==> src/rtl/uts_pkg.sv <==
// ----------------------------------------------------------------------------
// uts_pkg
// Types and constants of the UART transmit serializer with byte queue.
// ----------------------------------------------------------------------------
package uts_pkg;

  localparam int unsigned QUEUE_DEPTH_DEF = 16;
  localparam int unsigned RQ_DEPTH        = 2;

  localparam logic [15:0] BIT_PERIOD_RST = 16'd104;
  localparam logic [3:0]  FRAME_LEN      = 4'd10;
  localparam logic [3:0]  START_IDX      = 4'd0;
  localparam logic [3:0]  STOP_IDX       = 4'd9;

  localparam logic KIND_PUSH = 1'b0;
  localparam logic KIND_TICK = 1'b1;

  typedef struct packed {
    logic       kind;
    logic [7:0] data_byte;
  } uts_in_t;

  typedef struct packed {
    logic line_level;
    logic idle;
    logic dropped;
  } uts_out_t;

  typedef struct packed {
    logic nonempty;
    logic empty_nxt;
  } uts_q_status_t;

endpackage

==> src/rtl/uts_ram.sv <==
// ----------------------------------------------------------------------------
// uts_ram
// Generic single-write, single-read RAM with registered read data.
// ----------------------------------------------------------------------------
module uts_ram #(
  parameter int unsigned WIDTH = 8,
  parameter int unsigned DEPTH = 16
) (
  input  logic                     clk,
  input  logic                     we,
  input  logic [$clog2(DEPTH)-1:0] waddr,
  input  logic [WIDTH-1:0]         wdata,
  input  logic                     re,
  input  logic [$clog2(DEPTH)-1:0] raddr,
  output logic [WIDTH-1:0]         rdata
);

  logic [WIDTH-1:0] mem_r [DEPTH];
  logic [WIDTH-1:0] rdata_r;

  always_ff @(posedge clk) begin
    if (we) begin
      mem_r[waddr] <= wdata;
    end
    if (re) begin
      rdata_r <= mem_r[raddr];
    end
  end

  assign rdata = rdata_r;

endmodule

==> src/rtl/uts_front.sv <==
// ----------------------------------------------------------------------------
// uts_front
// Byte queue: takes pushed bytes, flags drops when full, hands bytes to the
// serializer on request.
// ----------------------------------------------------------------------------
module uts_front #(
  parameter int unsigned QUEUE_DEPTH = uts_pkg::QUEUE_DEPTH_DEF
) (
  input  logic                  clk,
  input  logic                  rst_n,
  input  logic                  push_en,
  input  logic [7:0]            push_byte,
  input  logic                  pop_en,
  output logic                  dropped,
  output uts_pkg::uts_q_status_t status,
  output logic [7:0]            pop_byte
);

  localparam int unsigned PW = $clog2(QUEUE_DEPTH);
  localparam int unsigned CW = $clog2(QUEUE_DEPTH + 1);
  localparam logic [PW-1:0] PTR_LAST = PW'(QUEUE_DEPTH - 1);
  localparam logic [CW-1:0] CNT_FULL = CW'(QUEUE_DEPTH);

  logic [PW-1:0] head_r, head_nxt;
  logic [PW-1:0] tail_r, tail_nxt;
  logic [CW-1:0] count_r, count_nxt;
  logic          full;
  logic          wr_ok;

  assign full  = (count_r == CNT_FULL);
  assign wr_ok = push_en && !full;

  assign dropped = push_en && full;

  always_comb begin
    head_nxt  = head_r;
    tail_nxt  = tail_r;
    count_nxt = count_r;
    if (wr_ok) begin
      tail_nxt  = (tail_r == PTR_LAST) ? '0 : tail_r + PW'(1);
      count_nxt = count_r + CW'(1);
    end else if (pop_en) begin
      head_nxt  = (head_r == PTR_LAST) ? '0 : head_r + PW'(1);
      count_nxt = count_r - CW'(1);
    end
  end

  always_ff @(posedge clk) begin
    if (!rst_n) begin
      head_r  <= '0;
      tail_r  <= '0;
      count_r <= '0;
    end else begin
      head_r  <= head_nxt;
      tail_r  <= tail_nxt;
      count_r <= count_nxt;
    end
  end

  assign status.nonempty  = (count_r != '0);
  assign status.empty_nxt = (count_nxt == '0);

  uts_ram #(
    .WIDTH(8),
    .DEPTH(QUEUE_DEPTH)
  ) u_ram (
    .clk  (clk),
    .we   (wr_ok),
    .waddr(tail_r),
    .wdata(push_byte),
    .re   (pop_en),
    .raddr(head_r),
    .rdata(pop_byte)
  );

endmodule

==> src/rtl/uts_serializer.sv <==
// ----------------------------------------------------------------------------
// uts_serializer
// 8N1 frame engine: starts a frame from the byte queue, drives the line
// level and runs the bit timer.
// ----------------------------------------------------------------------------
module uts_serializer (
  input  logic                   clk,
  input  logic                   rst_n,
  input  logic                   tick_en,
  input  logic [15:0]            bit_period,
  input  uts_pkg::uts_q_status_t q_status,
  input  logic [7:0]             q_byte,
  output logic                   pop_en,
  output logic                   line_level,
  output logic                   sending_nxt
);

  logic        sending_r;
  logic [15:0] tick_r, tick_nxt;
  logic [3:0]  bit_idx_r, bit_idx_nxt;
  logic [7:0]  data_r;
  logic        load_r;
  logic [7:0]  data_src;
  logic [3:0]  idx_m1;
  logic        cur_level;
  logic        run;
  logic [16:0] tick_inc;
  logic [3:0]  idx_inc;

  assign pop_en   = tick_en && !sending_r && q_status.nonempty;
  assign data_src = load_r ? q_byte : data_r;
  assign idx_m1   = bit_idx_r - 4'd1;

  always_comb begin
    if (!sending_r) begin
      cur_level = 1'b1;
    end else if (bit_idx_r == uts_pkg::START_IDX) begin
      cur_level = 1'b0;
    end else if (bit_idx_r == uts_pkg::STOP_IDX) begin
      cur_level = 1'b1;
    end else begin
      cur_level = data_src[idx_m1[2:0]];
    end
  end

  // start bit is low, so a frame start drives 0 without the byte
  assign line_level = pop_en ? 1'b0 : cur_level;

  assign run      = tick_en && (sending_r || pop_en);
  assign tick_inc = {1'b0, (pop_en ? 16'd0 : tick_r)} + 17'd1;
  assign idx_inc  = (pop_en ? uts_pkg::START_IDX : bit_idx_r) + 4'd1;

  always_comb begin
    sending_nxt = sending_r;
    tick_nxt    = tick_r;
    bit_idx_nxt = bit_idx_r;
    if (run) begin
      sending_nxt = 1'b1;
      if (tick_inc >= {1'b0, bit_period}) begin
        tick_nxt    = '0;
        bit_idx_nxt = idx_inc;
        if (idx_inc >= uts_pkg::FRAME_LEN) begin
          sending_nxt = 1'b0;
        end
      end else begin
        tick_nxt    = tick_inc[15:0];
        bit_idx_nxt = pop_en ? uts_pkg::START_IDX : bit_idx_r;
      end
    end
  end

  always_ff @(posedge clk) begin
    if (!rst_n) begin
      sending_r <= 1'b0;
      tick_r    <= '0;
      bit_idx_r <= '0;
      load_r    <= 1'b0;
    end else begin
      sending_r <= sending_nxt;
      tick_r    <= tick_nxt;
      bit_idx_r <= bit_idx_nxt;
      load_r    <= pop_en;
    end
  end

  always_ff @(posedge clk) begin
    if (load_r) begin
      data_r <= q_byte;
    end
  end

endmodule

==> src/rtl/uts_result_q.sv <==
// ----------------------------------------------------------------------------
// uts_result_q
// Small result queue between the step logic and the output channel.
// ----------------------------------------------------------------------------
module uts_result_q (
  input  logic              clk,
  input  logic              rst_n,
  input  logic              wr_en,
  input  uts_pkg::uts_out_t wr_data,
  input  logic              rd_en,
  output logic              full,
  output logic              empty,
  output uts_pkg::uts_out_t rd_data
);

  localparam int unsigned PW = $clog2(uts_pkg::RQ_DEPTH);
  localparam int unsigned CW = $clog2(uts_pkg::RQ_DEPTH + 1);
  localparam logic [PW-1:0] PTR_LAST = PW'(uts_pkg::RQ_DEPTH - 1);
  localparam logic [CW-1:0] CNT_FULL = CW'(uts_pkg::RQ_DEPTH);

  uts_pkg::uts_out_t mem_r [uts_pkg::RQ_DEPTH];
  logic [PW-1:0]     wr_ptr_r, rd_ptr_r;
  logic [CW-1:0]     cnt_r, cnt_nxt;

  assign full    = (cnt_r == CNT_FULL);
  assign empty   = (cnt_r == '0);
  assign rd_data = mem_r[rd_ptr_r];

  always_comb begin
    cnt_nxt = cnt_r;
    if (wr_en && !rd_en) begin
      cnt_nxt = cnt_r + CW'(1);
    end else if (rd_en && !wr_en) begin
      cnt_nxt = cnt_r - CW'(1);
    end
  end

  always_ff @(posedge clk) begin
    if (!rst_n) begin
      wr_ptr_r <= '0;
      rd_ptr_r <= '0;
      cnt_r    <= '0;
    end else begin
      cnt_r <= cnt_nxt;
      if (wr_en) begin
        wr_ptr_r <= (wr_ptr_r == PTR_LAST) ? '0 : wr_ptr_r + PW'(1);
      end
      if (rd_en) begin
        rd_ptr_r <= (rd_ptr_r == PTR_LAST) ? '0 : rd_ptr_r + PW'(1);
      end
    end
  end

  always_ff @(posedge clk) begin
    if (wr_en) begin
      mem_r[wr_ptr_r] <= wr_data;
    end
  end

endmodule

==> src/rtl/uart_tx_serializer_queue.sv <==
// ----------------------------------------------------------------------------
// uart_tx_serializer_queue
// UART 8N1 transmitter with a byte queue in front of the serializer.
// ----------------------------------------------------------------------------
// Input channel (in_push/in_full): each transfer is either a byte push
// (kind 0) or one bit-clock tick (kind 1). Pushed bytes go into a
// QUEUE_DEPTH-entry queue; a push that finds it full is dropped and flagged.
// On a tick with the serializer idle, the oldest byte is framed as start
// bit, eight data bits LSB first, stop bit, each bit held bit_period ticks.
// Result channel (out_empty/out_pop): one result per input transfer with the
// line level, the idle flag and the drop flag, in input order.
// Config channel (cfg_valid/cfg_ready): writes bit_period; always ready.
// Write it only while no result is pending; it applies from the next tick.
// A result is visible in the cycle after its input transfer.
// Throughput: one item per cycle while the result queue has room; the step
// logic never stalls and a two-entry result queue decouples the output side.
// When the receiver stalls, the result queue fills and in_full rises after
// two pending results; no item is lost. Reset empties both queues, stops the
// serializer and loads bit_period with 104.
// ----------------------------------------------------------------------------
module uart_tx_serializer_queue #(
  parameter int unsigned QUEUE_DEPTH = uts_pkg::QUEUE_DEPTH_DEF
) (
  input  logic              clk,
  input  logic              rst_n,
  input  logic              in_push,
  output logic              in_full,
  input  uts_pkg::uts_in_t  in_data,
  output logic              out_empty,
  input  logic              out_pop,
  output uts_pkg::uts_out_t out_data,
  input  logic              cfg_valid,
  output logic              cfg_ready,
  input  logic [15:0]       cfg_data
);

  logic                   accept;
  logic                   push_en;
  logic                   tick_en;
  logic                   pop_en;
  logic                   dropped;
  logic                   line_level;
  logic                   sending_nxt;
  logic [7:0]             q_byte;
  logic [15:0]            bit_period_r;
  uts_pkg::uts_q_status_t q_status;
  uts_pkg::uts_out_t      res;

  assign cfg_ready = 1'b1;

  always_ff @(posedge clk) begin
    if (!rst_n) begin
      bit_period_r <= uts_pkg::BIT_PERIOD_RST;
    end else if (cfg_valid && cfg_ready) begin
      bit_period_r <= cfg_data;
    end
  end

  assign accept  = in_push && !in_full;
  assign push_en = accept && (in_data.kind == uts_pkg::KIND_PUSH);
  assign tick_en = accept && (in_data.kind == uts_pkg::KIND_TICK);

  uts_front #(
    .QUEUE_DEPTH(QUEUE_DEPTH)
  ) u_front (
    .clk      (clk),
    .rst_n    (rst_n),
    .push_en  (push_en),
    .push_byte(in_data.data_byte),
    .pop_en   (pop_en),
    .dropped  (dropped),
    .status   (q_status),
    .pop_byte (q_byte)
  );

  uts_serializer u_ser (
    .clk        (clk),
    .rst_n      (rst_n),
    .tick_en    (tick_en),
    .bit_period (bit_period_r),
    .q_status   (q_status),
    .q_byte     (q_byte),
    .pop_en     (pop_en),
    .line_level (line_level),
    .sending_nxt(sending_nxt)
  );

  assign res.line_level = line_level;
  assign res.idle       = !sending_nxt && q_status.empty_nxt;
  assign res.dropped    = dropped;

  uts_result_q u_resq (
    .clk    (clk),
    .rst_n  (rst_n),
    .wr_en  (accept),
    .wr_data(res),
    .rd_en  (out_pop && !out_empty),
    .full   (in_full),
    .empty  (out_empty),
    .rd_data(out_data)
  );

endmodule

==> config.mk <==
export PLATFORM = sky130hd
export DESIGN_NAME = uart_tx_serializer_queue
export DESIGN_NICKNAME = d
export VERILOG_FILES = /design/src/rtl/uts_pkg.sv /design/src/rtl/uts_ram.sv /design/src/rtl/uts_front.sv /design/src/rtl/uts_serializer.sv /design/src/rtl/uts_result_q.sv /design/src/rtl/uart_tx_serializer_queue.sv
export SDC_FILE = /design/constraint.sdc
export NUM_CORES = 1
export LEC_CHECK = 0
export ABC_AREA = 1
export BUFFER_PORTS_ARGS = -buffer_cell sky130_fd_sc_hd__buf_4
export CAP_MARGIN = 20
export CORE_UTILIZATION = 40
export DETAILED_ROUTE_END_ITERATION = 12
export PLACE_DENSITY = 0.57
export SYNTH_ARGS = -nofsm -noshare
export SYNTH_HDL_FRONTEND = slang
export SYNTH_HIERARCHICAL = 1
export SYNTH_SLANG_ARGS = --single-unit
==> constraint.sdc <==
create_clock -name clk -period 9 [get_ports clk]
set_input_delay 0.45 -clock clk [delete_from_list [all_inputs] [get_ports clk]]
set_output_delay 0.45 -clock clk [all_outputs]
set_load 0.01 [all_outputs]
# Word-level counts from Yosys, hierarchy flattened
# Memory sizes are Yosys's and may differ from the RTL's. A register that Yosys moved wholly into a read port is not among the register bits.
# Index checks and enable logic that the tools add are counted.
# word_totals
elab_cells	89
output_inout_bits	6
inputBits	30
n_memories	2
ramBits	134
regBits	63
# classes
n_lt_le_gt_ge	3
mux	28
bitwise	2
n_eq_ne	5
reduce_logical	26
n_addsub	11
# memory_table
name	words	word_bits	read_ports	rd_ports_with_merged_regs	wr	line_no	rtl
u_front.u_ram.mem_r	16	8	1	1	1	uts_ram.sv:18	logic [WIDTH-1:0] mem_r [DEPTH];
u_resq.mem_r	2	3	1	1	1	uts_result_q.sv:21	uts_pkg::uts_out_t mem_r [uts_pkg::RQ_DEPTH];
# op_table
cell	count
$mux W16	2
$add A16 B1 Y17 const B	1
$ge A17 B16 Y1	1
$mux W1	16
$mux W4	4
$add A4 B1 Y4 const B	3
$eq A4 B4 Y1 const B	3
$logic_and A1 B1 Y1	12
$mux W5	2
$mux W8	1
$logic_not A1 Y1	7
$add A5 B1 Y5 const B	1
$eq A5 B5 Y1 const B	1
$logic_not A5 Y1	1
$reduce_bool A5 Y1	1
$sub A5 B1 Y5 const B	1
$ge A4 B4 Y1 const B	1
$logic_not A4 Y1	1
$lt A3 B4 Y1 const B	1
$mux W2	2
$bmux W1 S3	1
$sub A3 B1 Y3 const B	1
$add A1 B1 Y1 const B	2
$add A2 B1 Y2 const B	1
other kinds (7)	8

# Logic depth before layout (Yosys ltp)
# Gate-level depths: netlist (run 1).
# logic_depth
depth_word	14
mapped_depth	29
depth_no_buf	28

# By module
# The synthesis (run 1) kept the hierarchy.
# by_module_without_submodules
module	area_each_um2	cells_per_inst	instances	seq_area_each_um2
uts_ram	5846.9	551	1	4083.9
uts_serializer	2203.4	340	1	600.6
uts_front	820.8	114	1	260.2
uart_tx_serializer_queue	711.9	106	1	320.3
uts_result_q	442.9	42	1	280.3

# Worst setup path after synthesis (run 1)
# No wires, ideal clock.
# synth_timing
path_kind	register to register
start	register u_front.count_r[0]
end	memory u_resq/mem_r[0][1] in the netlist's numbering (data pin)
stages_incl_launch_ff	29
t_arrival_ns	3.492
n_path_buf	1
setup_time_ns	0.148
setup_slack_ns	5.360
period_less_slack_ns	3.640
required_ns	8.852
cell_sequence	dfxtp_1 inv_1 ha_1 nand2_1 nor2_1 nand2_1 nand3_2 buf_6 nand2_1 inv_1 ha_1 nand4_1 inv_1 nand2_1 nor2_1 nand2_1 xnor2_1 inv_1 ha_1 inv_1 nor3_1 nand2_1 nand2_1 nand2_1 nand3_4 nand2_1 o21ai_1 inv_1 nor2_1
# synth_rtl
element	line_no	rtl
from (decl)	uts_front.sv:26	logic [CW-1:0] count_r, count_nxt;
from (signal assigned)	uts_front.sv:56	count_r <= count_nxt;
to (decl)	uts_result_q.sv:21	

# Worst setup path in the final report (run 1)
# layout_timing
start	register u_resq.cnt_r[0]
end	register u_ser.tick_r[5]
# layout_between
elab_chain_len	10
word_cells_on_any_way	12
cone_classes	1 x add/sub; 1 x order compare; 1 x eq/ne; 2 x mux; 7 x reduce/logical
# layout_lines
element	line_no	rtl
from (decl)	uts_result_q.sv:23	logic [CW-1:0] cnt_r, cnt_nxt;
from (signal assigned)	uts_result_q.sv:44	cnt_r <= cnt_nxt;
$eq A2 B2 Y1 (*)	uts_result_q.sv:25	assign full = (cnt_r == CNT_FULL);
$logic_not A1 Y1 (*)	uart_tx_serializer_queue.sv:59	assign accept = in_push && !in_full;
$logic_and A1 B1 Y1 (*)	uart_tx_serializer_queue.sv:59	
$logic_and A1 B1 Y1 (*)	uart_tx_serializer_queue.sv:61	assign tick_en = accept && (in_data.kind == uts_pkg::KIND_TICK);
net tick_en	uart_tx_serializer_queue.sv:39	logic tick_en;
$logic_and A1 B1 Y1 (*) (2 in series)	uts_serializer.sv:30	assign pop_en = tick_en && !sending_r && q_status.nonempty;
net pop_en	uart_tx_serializer_queue.sv:40	logic pop_en;
$mux W16	uts_serializer.sv:50	assign tick_inc = {1'b0, (pop_en ? 16'd0 : tick_r)} + 17'd1;
$add A16 B1 Y17	uts_serializer.sv:50	
$ge A17 B16 Y1	uts_serializer.sv:59	if (tick_inc >= {1'b0, bit_period}) begin
$mux W16	uts_serializer.sv:59	
to (signal assigned)	uts_serializer.sv:80	tick_r <= tick_nxt;
to (decl)	uts_serializer.sv:19	logic [15:0] tick_r, tick_nxt;
# The timed path passes the listed nets; every way through them passes the cells marked *.
# A chain may end at the register's enable or synchronous reset.

==> metrics.md, run 1 <==
| Metric | Value |
|---|---|
| Synth Register Bits | `206` |
| Vias per cell | `4.67` |
| Slew Limit Fails | `0` |
| # clock sinks | `206` |
| Commonest non-fill, non-tap cell in the layout | `nand2_1` |
| CP required | `9.43 ns` |
| Mean post-synth cell area | `8.70 µm²` |
| Max incr delay on CP | `0.53 ns` |
| CTS tree | `done` |
| Root Buffer | `clkbuf_16` |
| Slew headroom | `0.349` |
| Reg2reg path depth | `21` |
| CTS Buffer Depth | `3` |
| Hold Path Sink | `bit_period_r[3]` |
| Max Clock Skew | `0.0119 ns` |
| Row count | `57` |
| Crit path DAT | `5.03 ns` |
| Tmin final | `4.60 ns` |
| Main synth FF type | `edfxtp_1` |
| Critical path launch point type | `register` |
| Port Buf Inserts | `34` |
| Hold path start | `cfg_data[3]` |
| Total CTS buffers | `23` |
| Detailed Route WL | `21000 µm` |
| Worst reg2reg endpoint | `u_ser/tick_r[5]` |
| Outcome | `finished clean` |
| Setup TNS | `0 ns` |
| Die W | `160 µm` |
| Clk slew on worst S/H paths | `0.06 ns` |
| Global route overflow | `0` |
| Crit path buffers/inverters | `2` |
| Asr flop ratio synth | `0` |
| Worst hold path class | `input port to register` |
| Die ar. | `0.0257 mm²` |
| Drt wl/cell | `13.8 µm` |
| Post-synthesis cell count | `1153` |
| H-tree depth | `1` |
| DRC viols | `0` |
| Inserted Diodes | `0` |
| FMAX | `0.217 GHz` |
| Io pins | `36` |
| RSZ-0062 raised after global routing | `no` |
| Max_cap viols | `0` |
| Clk Latency, worst-skew pair | `0.53 ns` |
| Cts repair resizes | `0` |
| Vias in the first global route | `6796` |
| First-pass DRT Iterations | `6` |
| Worst path most repeated cell | `nand2_1` |
| Leakage | `4.97 nW` |
| Initial DRC Count | `390` |
| Yosys cell types | `39` |
| Power per Cell Area | `224 mW/mm²` |
| Final Hold Viols | `0` |
| Sequential fraction of the synthesis area | `0.553` |
| Ys Warns | `6` |
| Final period util | `0.511` |
| Core region area | `0.0245 mm²` |
| Initial antenna violation count | `0` |
| Die Y | `160 µm` |
| Tightest Pin Transition | `0.973 ns` |
| Post-DRT Antenna Nets | `0` |
| Layout cells sized above 1 | `0.0935` |
| Commonest cells after routing, fill and taps aside | `nand2_1, inv_1, edfxtp_1` |
| Tot Pwr | `2.52 mW` |
| Worst Hold Depth | `3` |
| R2r setup slk | `4.40 ns` |
| Setup Buffers After CTS | `0` |
| Net Count, Synth | `1210` |
| WS Path Type | `register to register` |
| Mapped Area | `0.0100 mm²` |
| RePlAce Congestion | `0.848` |
| All-Layer GR Usage | `0.167` |
| Synth-to-layout area growth | `12.4%` |
| Worst path cell trace | `nor2_1 -> nor3b_1 -> nand3_2 -> inv_2 -> nor2_1 -> ha_1 -> nand4_1 -> inv_1 -> nand2_1 -> nor2_1 -> xor2_1 -> ha_1 -> a21oi_1 -> nor3_1 -> nor3_1 -> nand2_1 -> nand2_1 -> nand3_4 -> nor2_4 -> nand2_1 -> a21oi_1` |
| Post-CTS Hold Fix Bufs | `0` |
| Setup Viol. Count Final | `0` |
| Worst r2r src | `u_resq/cnt_r[0]` |
| VDD IR max | `0.135 mV` |
| Slowest CP cell | `inv_2` |
| Starting Density | `0.410` |
| Detailed Place HPWL | `13500 µm` |
| Max Fanout on Critical Path | `23` |
| Vias | `7114` |
| EDFF count, synth | `142` |
| First-pass GRT wire length | `34500 µm` |
| Pin count of the biggest net entering global routing | `69` |
| CP endpoint kind | `register` |
| Net count, final | `1238` |
| Family with the most delay on the worst path | `simple AND/OR/NAND/NOR gates` |
## per-layer routing
layer	up-vias	global-route usage	part of all wire
met4	0	0.0506	0.027
met3	37	0.0232	0.034
met2	117	0.289	0.47
met1	3261	0.215	0.47
li1	3699	-	-
met5	-	0	0
## per-stage QoR
step                hold slack [ns]  worst slack, ns  instances  instance area [µm²]  utilization
floorplan                     0.411             5.36       1153                10000            -
global placement              0.427             4.46       1480                10500        0.427
detailed placement            0.436             4.32       1480                10500        0.427
CTS                           0.147             4.29       1522                11300        0.461
global route                  0.161             3.84       1522                11300        0.461
finish                        0.152             4.40       1522                11300        0.461
## synthesized netlist by cell type, types with 2 or more instances
cell / n / area (µm²)
inv_2: 10 / 37.5
inv_1: 186 / 698
ha_1: 27 / 338
a21oi_1: 33 / 165
nand3_1: 133 / 666
mux2_2: 3 / 33.8
nand4_1: 4 / 25.0
clkbuf_1: 3 / 11.3
edfxtp_1: 142 / 4260
buf_6: 12 / 135
nand3b_1: 6 / 45.0
buf_4: 7 / 52.6
nand2_2: 5 / 31.3
o22ai_1: 2 / 12.5
nor3_1: 9 / 45.0
xor2_1: 16 / 140
nand2_1: 336 / 1260
nand3_4: 2 / 35.0
buf_2: 13 / 65.1
clkinv_1: 2 / 7.51
nand3_2: 2 / 20.0
dfxtp_1: 64 / 1280
nor2_2: 7 / 43.8
nor2_1: 96 / 360
o21ai_0: 14 / 70.1
xnor2_1: 6 / 52.6
## tightest hold or removal path, stage by stage
cell     delay [ns]
buf_4          0.08
nand2_1        0.05
nand3_1        0.07
## power by group
group          switching [mW]  internal [mW]
sequential             0.0293           1.08
combinational           0.270          0.139
clock                   0.387          0.615
total                   0.686           1.84
## cell families after synthesis
kind of cell / synth area share
buf+inv: 0.102
fa+ha+maj: 0.0337
compound gates: 0.0287
simple gates: 0.260
mux: 0.00337
xor+xnor: 0.0192
other cells: 0.000374
flops: 0.553
## how the worst max path moves through the flow
| stage | cells after the start | end | from | slack, ns |
|---|---|---|---|---|
| floorplan | 28 | u_resq/mem_r[0][1] | u_front/count_r[0] | 5.36 |
| global placement | 23 | u_ser/tick_r[8] | in_push | 4.46 |
| detailed placement | 23 | u_ser/tick_r[13] | in_push | 4.32 |
| CTS | 22 | u_ser/tick_r[5] | u_resq/cnt_r[0] | 4.29 |
| global route | 21 | u_ser/tick_r[5] | u_resq/cnt_r[0] | 3.84 |
| finish | 21 | u_ser/tick_r[5] | u_resq/cnt_r[0] | 4.40 |
## layout make-up
type	instances	area, µm²
Clock buffer	25	583
Clock inverter	17	225
Fill cell	2356	13200
Inverter	199	754
Multi-Input combinational cell	712	3460
Sequential cell	206	5550
Tap cell	324	405
Timing Repair Buffer	39	293
## state kept, by name, summed over array words and instances, names as in the netlist, named ones only
register / cells
u_ser/bit_idx_r: 4
u_ser/load_r: 1
u_resq/rd_ptr_r: 1
u_ser/sending_r: 1
u_ser/tick_r: 16
u_front/u_ram/rdata: 8
u_front/u_ram/mem_r: 128
u_ser/data_r: 8
u_front/head_r: 4
u_front/tail_r: 4
u_front/count_r: 5
bit_period_r: 16
u_resq/cnt_r: 2
u_resq/mem_r: 6
u_resq/wr_ptr_r: 1
Note: power is estimated with default switching activity, not from simulation.
==> run 2, diff against run 1 <==
Settings changed: ABC_AREA 1 to 0, PLACE_DENSITY 0.57 to 0.59.
Clock period 9 ns to 3.75 ns, I/O delays scaled along.
==> metrics.md, run 2 <==
| Metric | Value |
|---|---|
| Outcome | `finished clean` |
| Top Registers | `u_front/u_ram/mem_r x128, bit_period_r x16, u_ser/tick_r x16` |
| Grt met2 use | `0.280` |
| Vias in the first global route | `5736` |
| Layout cells sized above 1 | `0.247` |
| Worst hold path class | `input port to register` |
| Global route overflow | `0` |
| First-pass GRT wire length | `30800 µm` |
| Critical path launch point type | `register` |
| All-Layer GR Usage | `0.164` |
| Worst r2r src | `u_front/count_r[0]` |
| Total CTS buffers | `24` |
| Tmin final | `3.65 ns` |
| Top cell type's share of synthesized area | `0.461` |
| Asr flop ratio synth | `0` |
| Tightest Pin Transition | `0.911 ns` |
| Post-DRT Antenna Nets | `0` |
| Post-synthesis simple-gate area fraction | `0.119` |
| Mean post-synth cell area | `13.8 µm²` |
| Count leader, synth | `edfxtp_1` |
| Synth Register Bits | `206` |
| CTS Buffer Depth | `3` |
| First-pass DRT Iterations | `4` |
| Net Count, Synth | `728` |
| Root Buffer | `clkbuf_16` |
| CP required | `4.20 ns` |
| Pre-CTS WS | `-0.213 ns` |
| Area leader, netlist | `edfxtp_1` |
| Clk slew on worst S/H paths | `0.06 ns` |
| CP endpoint kind | `register` |
| Die Y | `154 µm` |
| Int Pwr | `4.59 mW` |
| Slew headroom | `0.391` |
| Final period util | `0.974` |
| Starting Density | `0.409` |
| Yosys cell types | `65` |
| Commonest non-fill, non-tap cell in the layout | `edfxtp_1` |
| Max_cap viols | `0` |
| DRC viols | `0` |
| Slew Limit Fails | `0` |
| Sequential fraction of the synthesis area | `0.600` |
| Setup TNS | `0 ns` |
| Worst Slack Setup Final | `0.0964 ns` |
| Max FFs per register | `128` |
| Mapped Area | `0.00925 mm²` |
| Largest cells by area after synthesis | `edfxtp_1, dfxtp_1, mux4_2, mux4_1, ha_1` |
| CTS tree | `done` |
| Most frequent cells after synthesis | `edfxtp_1, dfxtp_1, nand2_1, nor2_1, nand3_1` |
| Commonest cells after routing, fill and taps aside | `edfxtp_1, buf_4, dfxtp_1` |
| Crit path DAT | `4.10 ns` |
| Die W | `154 µm` |
| XOR/XNOR Fraction of Synth Area | `0.0246` |
| H-tree depth | `1` |
| Detailed Place HPWL | `12400 µm` |
| Global route hottest layer | `met2` |
| Power per Cell Area | `553 mW/mm²` |
| Switching pwr | `1.63 mW` |
| Port Buf Inserts | `34` |
| Slowest CP cell | `or4_1` |
| Synth Area in Adders | `0.0365` |
| Inserted Diodes | `0` |
| Row count | `55` |
| Final Hold Viols | `0` |
| Met1 usage | `0.216` |
| Main synth FF type | `edfxtp_1` |
| Vias | `5769` |
| Max incr delay on CP | `0.40 ns` |
| Setup Viol. Count Final | `0` |
| Ys Warns | `6` |
| VDD IR max | `0.412 mV` |
| Share of power burned in registers | `0.443` |
| # clock sinks | `206` |
| Crit. Startpoint | `u_front/count_r[0]` |
| Net count, final | `831` |
| Drt wl/cell | `17.9 µm` |
| Worst path cell trace | `inv_2 -> ha_4 -> nor3b_4 -> nand2b_1 -> nand3b_4 -> and2_4 -> ha_4 -> and3_4 -> nand2_4 -> nor3_4 -> xnor2_1 -> nor2_1 -> ha_1 -> nand2_2 -> nor3_4 -> buf_4 -> a2bb2oi_4 -> and3_4 -> or4_1 -> nand3_1` |
| Clk Latency, worst-skew pair | `0.51 ns` |
| EDFF count, synth | `142` |
| Net switching share of the total power | `0.262` |
| Vias per cell | `5.36` |
| Post-synthesis cell count | `671` |
| Largest Register | `u_front/u_ram/mem_r` |
| Detailed Route WL | `19300 µm` |
| FMAX | `0.274 GHz` |
| WS Path Type | `register to register` |
| Synth-to-layout area growth | `21.6%` |
| RePlAce Congestion | `0.883` |
| Core region area | `0.0226 mm²` |
| Synth Area in Compound Gates | `0.0590` |
| Initial antenna violation count | `0` |
| Main combinational cell family by area after synthesis | `multiplexers` |
| Met3 GRT Util | `0.0276` |
| Pin count of the biggest net entering global routing | `63` |
| Hold path start | `in_data[2]` |
| Io pins | `36` |
| Initial DRC Count | `387` |
| RSZ-0062 raised after global routing | `yes` |
| Max Fanout on Critical Path | `7` |
| Combinational share of power | `0.202` |
| Part of the power in the clock network | `0.356` |
| Leakage | `4.12 nW` |
| Die ar. | `0.0237 mm²` |
| Mux contribution to synthesized area | `0.127` |
| Max Clock Skew | `0.0124 ns` |
==> run 2: cell count changes after synthesis, moves of 17 or more <==
cell,delta
nand3_1,-105
mux4_2,+20
a21oi_1,-21
inv_1,-161
nor2b_1,+27
nand2_1,-285
mux2i_1,+21
nor2_1,-59
and2_1,+17
a22oi_1,+19
==> run 2: path summary, 6_finish.rpt <==
path / end / slack, ns / depth (start not counted)
max: u_ser/bit_idx_r[3] / 0.1 / 20
min: u_front/u_ram/mem_r[13][2] / 0.02 / 1
max reg2reg: u_ser/bit_idx_r[3] / 0.1 / 20
min reg2reg: u_ser/data_r[6] / 0.47 / 1
==> run 2: routing by layer <==
metal	wire [µm]	part of all wire	vias up
met1	8330	0.43	2885
met5	0	0	-
met4	363	0.019	0
met2	9600	0.50	125
li1	-	-	2730
met3	996	0.052	29
==> run 2: final cells by class <==
| type | count | area, µm² |
|---|---|---|
| Inverter | 27 | 111 |
| Timing Repair Buffer | 106 | 861 |
| Tap cell | 285 | 357 |
| Clock buffer | 31 | 627 |
| Clock inverter | 13 | 131 |
| Sequential cell | 206 | 5550 |
| Multi-Input combinational cell | 409 | 3600 |
| Fill cell | 1890 | 11400 |
==> run 2: repair_timing <==
action	in CTS	in global routing
cloned	0	1
buffers inserted	7	10
endpoints found under the hold margin	120	0
endpoints found under the setup margin	19	22
resized for setup	13	38
hold buffers	23	0
pin swaps	4	32
==> run 2: logic make-up (layout without fill, tap and decap cells) <==
group / count (synthesis) / after routing
buffers and inverters: 56 / 177
other: 1 / 1
AO/OA/AOI/OAI: 79 / 79
flip-flops: 206 / 206
adder cells (fa/ha/maj): 27 / 27
multiplexers: 68 / 68
AND/OR/NAND/NOR: 208 / 208
XOR/XNOR: 26 / 26
==> run 2: power by group through the flow <==
stage	logic, mW	registers [mW]	clock network (mW)
after floorplan	0.818	2.75	0
after detailed placement	1.14	2.80	0
after global placement	1.11	2.80	0
final	1.25	2.76	2.21
after global routing	1.37	2.78	2.37
after CTS	1.18	2.76	2.27
==> run 2: through the flow <==
stage          power (mW)  cells  area (µm²)  hold slack, ns   util
2_1_floorplan        3.57    671        9290           0.286      -
3_3_place_gp         3.90    992        9930           0.405  0.439
3_5_place_dp         3.95    992        9930           0.416  0.439
4_1_cts              6.21   1066       11000         0.00212  0.487
5_1_grt              6.51   1077       11200         0.00517  0.497
6_report             6.22   1077       11200          0.0186  0.497
==> run 2: worst max-delay path, delay by kind of cell, from the launching register on <==
kind                       cells  cell delay (ns)
and+or+nand+nor               13             2.24
adders and majority gates      3             0.59
DFF                            1             0.34
buffers and inverters          2             0.22
xor gates and xnor gates       1             0.15
AOI/OAI and AO/OA              1             0.06
==> run 3, diff against run 2 <==
==> constraint.sdc (replaced) <==
create_clock -name clk -period 3.1 [get_ports clk]
set_input_delay 0.155 -clock clk [delete_from_list [all_inputs] [get_ports clk]]
set_output_delay 0.155 -clock clk [all_outputs]
set_load 0.005 [all_outputs]
==> metrics.md, run 3 (synthesis results as in run 2) <==
| Metric | Value |
|---|---|
| Slew headroom | `0.461` |
| Setup Viol. Count Final | `23` |
| Detailed Route WL | `19600 µm` |
| Flip-flop and latch area | `0.00555 mm²` |
| CTS Buffer Depth | `3` |
| Net count, final | `870` |
| First-pass DRT Iterations | `5` |
| Global route overflow | `0` |
| Die ar. | `0.0237 mm²` |
| FMAX | `0.286 GHz` |
| Pin count of the biggest net entering global routing | `63` |
| Outcome | `finished, violations left` |
| Vias | `5881` |
| Tightest Pin Transition | `0.807 ns` |
| Tot Pwr | `7.72 mW` |
| Detailed Place HPWL | `12800 µm` |
| VDD IR max | `0.399 mV` |
| Vias per cell | `5.28` |
| Final Hold Viols | `0` |
| Leakage | `4.36 nW` |
| Core region area | `0.0226 mm²` |
| Commonest non-fill, non-tap cell in the layout | `edfxtp_1` |
| Starting Density | `0.409` |
| Io pins | `36` |
| Initial DRC Count | `481` |
| Initial antenna violation count | `0` |
| Area of the multi-input gates | `0.00367 mm²` |
| Port Buf Inserts | `34` |
| Layout cells sized above 1 | `0.299` |
| CP required | `3.49 ns` |
| CP endpoint kind | `register` |
| H-tree depth | `1` |
| Clk Latency, worst-skew pair | `0.50 ns` |
| Clk slew on worst S/H paths | `0.06 ns` |
| CTS tree | `done` |
| Fillers | `1867` |
| Slew Limit Fails | `0` |
| Die Y | `154 µm` |
| Die W | `154 µm` |
| Row count | `55` |
| Top Registers | `u_front/u_ram/mem_r x128, bit_period_r x16, u_ser/tick_r x16` |
| All-Layer GR Usage | `0.169` |
| Max FFs per register | `128` |
| Max Clock Skew | `0.0126 ns` |
| DRC viols | `0` |
| Worst hold path class | `input port to register` |
| Synth-to-layout area growth | `26.2%` |
| Drt wl/cell | `17.6 µm` |
| Post-DRT Antenna Nets | `0` |
| Vias in the first global route | `6051` |
| Tmin final | `3.50 ns` |
| WS Path Type | `register to register` |
| Crit path DAT | `3.88 ns` |
| Max Fanout on Critical Path | `6` |
| Failing checks | `negative setup slack` |
| Critical path launch point type | `register` |
| Max_cap viols | `0` |
| Root Buffer | `clkbuf_16` |
| Power per Cell Area | `661 mW/mm²` |
| Inserted Diodes | `0` |
| First-pass GRT wire length | `31700 µm` |
| RePlAce Congestion | `0.835` |
| Largest Register | `u_front/u_ram/mem_r` |
| Final period util | `1.13` |
| Post-layout util | `0.515` |
| RSZ-0062 raised after global routing | `yes` |
| Total CTS buffers | `23` |
| Worst Slack Setup Final | `-0.397 ns` |
| Commonest cells after routing, fill and taps aside | `edfxtp_1, buf_4, dfxtp_1` |
| # clock sinks | `206` |
[run 3: changes by cell type in the layout (fill, tap and decap cells not counted), sizes merged]
cell      before  now
clkinvlp       0    1
inv           27   29
buf           83  123
bufinv         2    5
clkinv        11    6
clkbuf        31   27
[run 3: layout make-up]
class                   count  share of cell area
multi-input cells         409               0.314
clock inverters            14              0.0176
repair buffers            146               0.102
well taps                 285              0.0306
clock buffers              27              0.0506
inverters                  27             0.00976
flip-flops and latches    206               0.476
[run 3: critical path, cell delays in order, from the launching register on]
cell and delay (ns):
dfxtp_4 0.34, inv_2 0.06, ha_4 0.12, nor3b_4 0.18, nand2b_1 0.13, nand3b_4 0.14
and2_4 0.17, ha_4 0.13, and3_4 0.24, nand2_4 0.07, nor3_4 0.12, xnor2_1 0.09
nor2_1 0.19, ha_1 0.31, a21oi_2 0.15, o21a_1 0.15, a2bb2oi_2 0.16, and3_4 0.25
buf_6 0.10, mux2i_1 0.19, a21boi_1 0.09
[run 3: what timing repair did]
action / 4_1_cts / 5_1_grt
setup endpoints to repair: 23 / 23
cloned: 0 / 0
setup buffers: 25 / 3
hold buffers: 23 / 0
pin swaps: 40 / 13
hold endpoints to repair: 127 / 0
resized for setup: 46 / 13
[run 3: routing by layer]
| metal | share of wire | up-vias | global-route usage |
|---|---|---|---|
| li1 | - | 2804 | - |
| met1 | 0.43 | 2940 | 0.214 |
| met2 | 0.51 | 101 | 0.297 |
| met3 | 0.037 | 36 | 0.0293 |
| met4 | 0.025 | 0 | 0.0481 |
| met5 | 0 | - | 0 |
[run 3: per-stage QoR]
stage / hold slack (ns) / TNS [ns] / instance area, µm² / setup WS [ns] / instances
floorplan: 0.254 / -6.28 / 9350 / -0.400 / 671
global placement: 0.371 / -8.97 / 10200 / -0.472 / 1024
detailed placement: 0.374 / -11.17 / 10200 / -0.615 / 1024
CTS: 0.0202 / -6.53 / 11600 / -0.341 / 1112
global route: 0.0269 / -12.32 / 11700 / -0.602 / 1114
finish: 0.0187 / -7.68 / 11700 / -0.397 / 1114
[run 3: path summary, 6_finish.rpt]
check / startpoint / end / slack [ns] / cells after the start
max: u_front/count_r[0] / u_ser/bit_idx_r[1] / -0.40 / 20
min: in_data[1] / u_front/u_ram/mem_r[0][1] / 0.02 / 1
max reg2reg: u_front/count_r[0] / u_ser/bit_idx_r[1] / -0.40 / 20
min reg2reg: u_ser/data_r[1] / u_ser/data_r[1] / 0.47 / 1
[run 3: power by group]
part / switching (mW) / total (mW) / internal (mW)
clock network: 1.05 / 2.84 / 1.78
registers: 0.124 / 3.30 / 3.18
logic: 0.768 / 1.58 / 0.810
total: 1.94 / 7.72 / 5.77
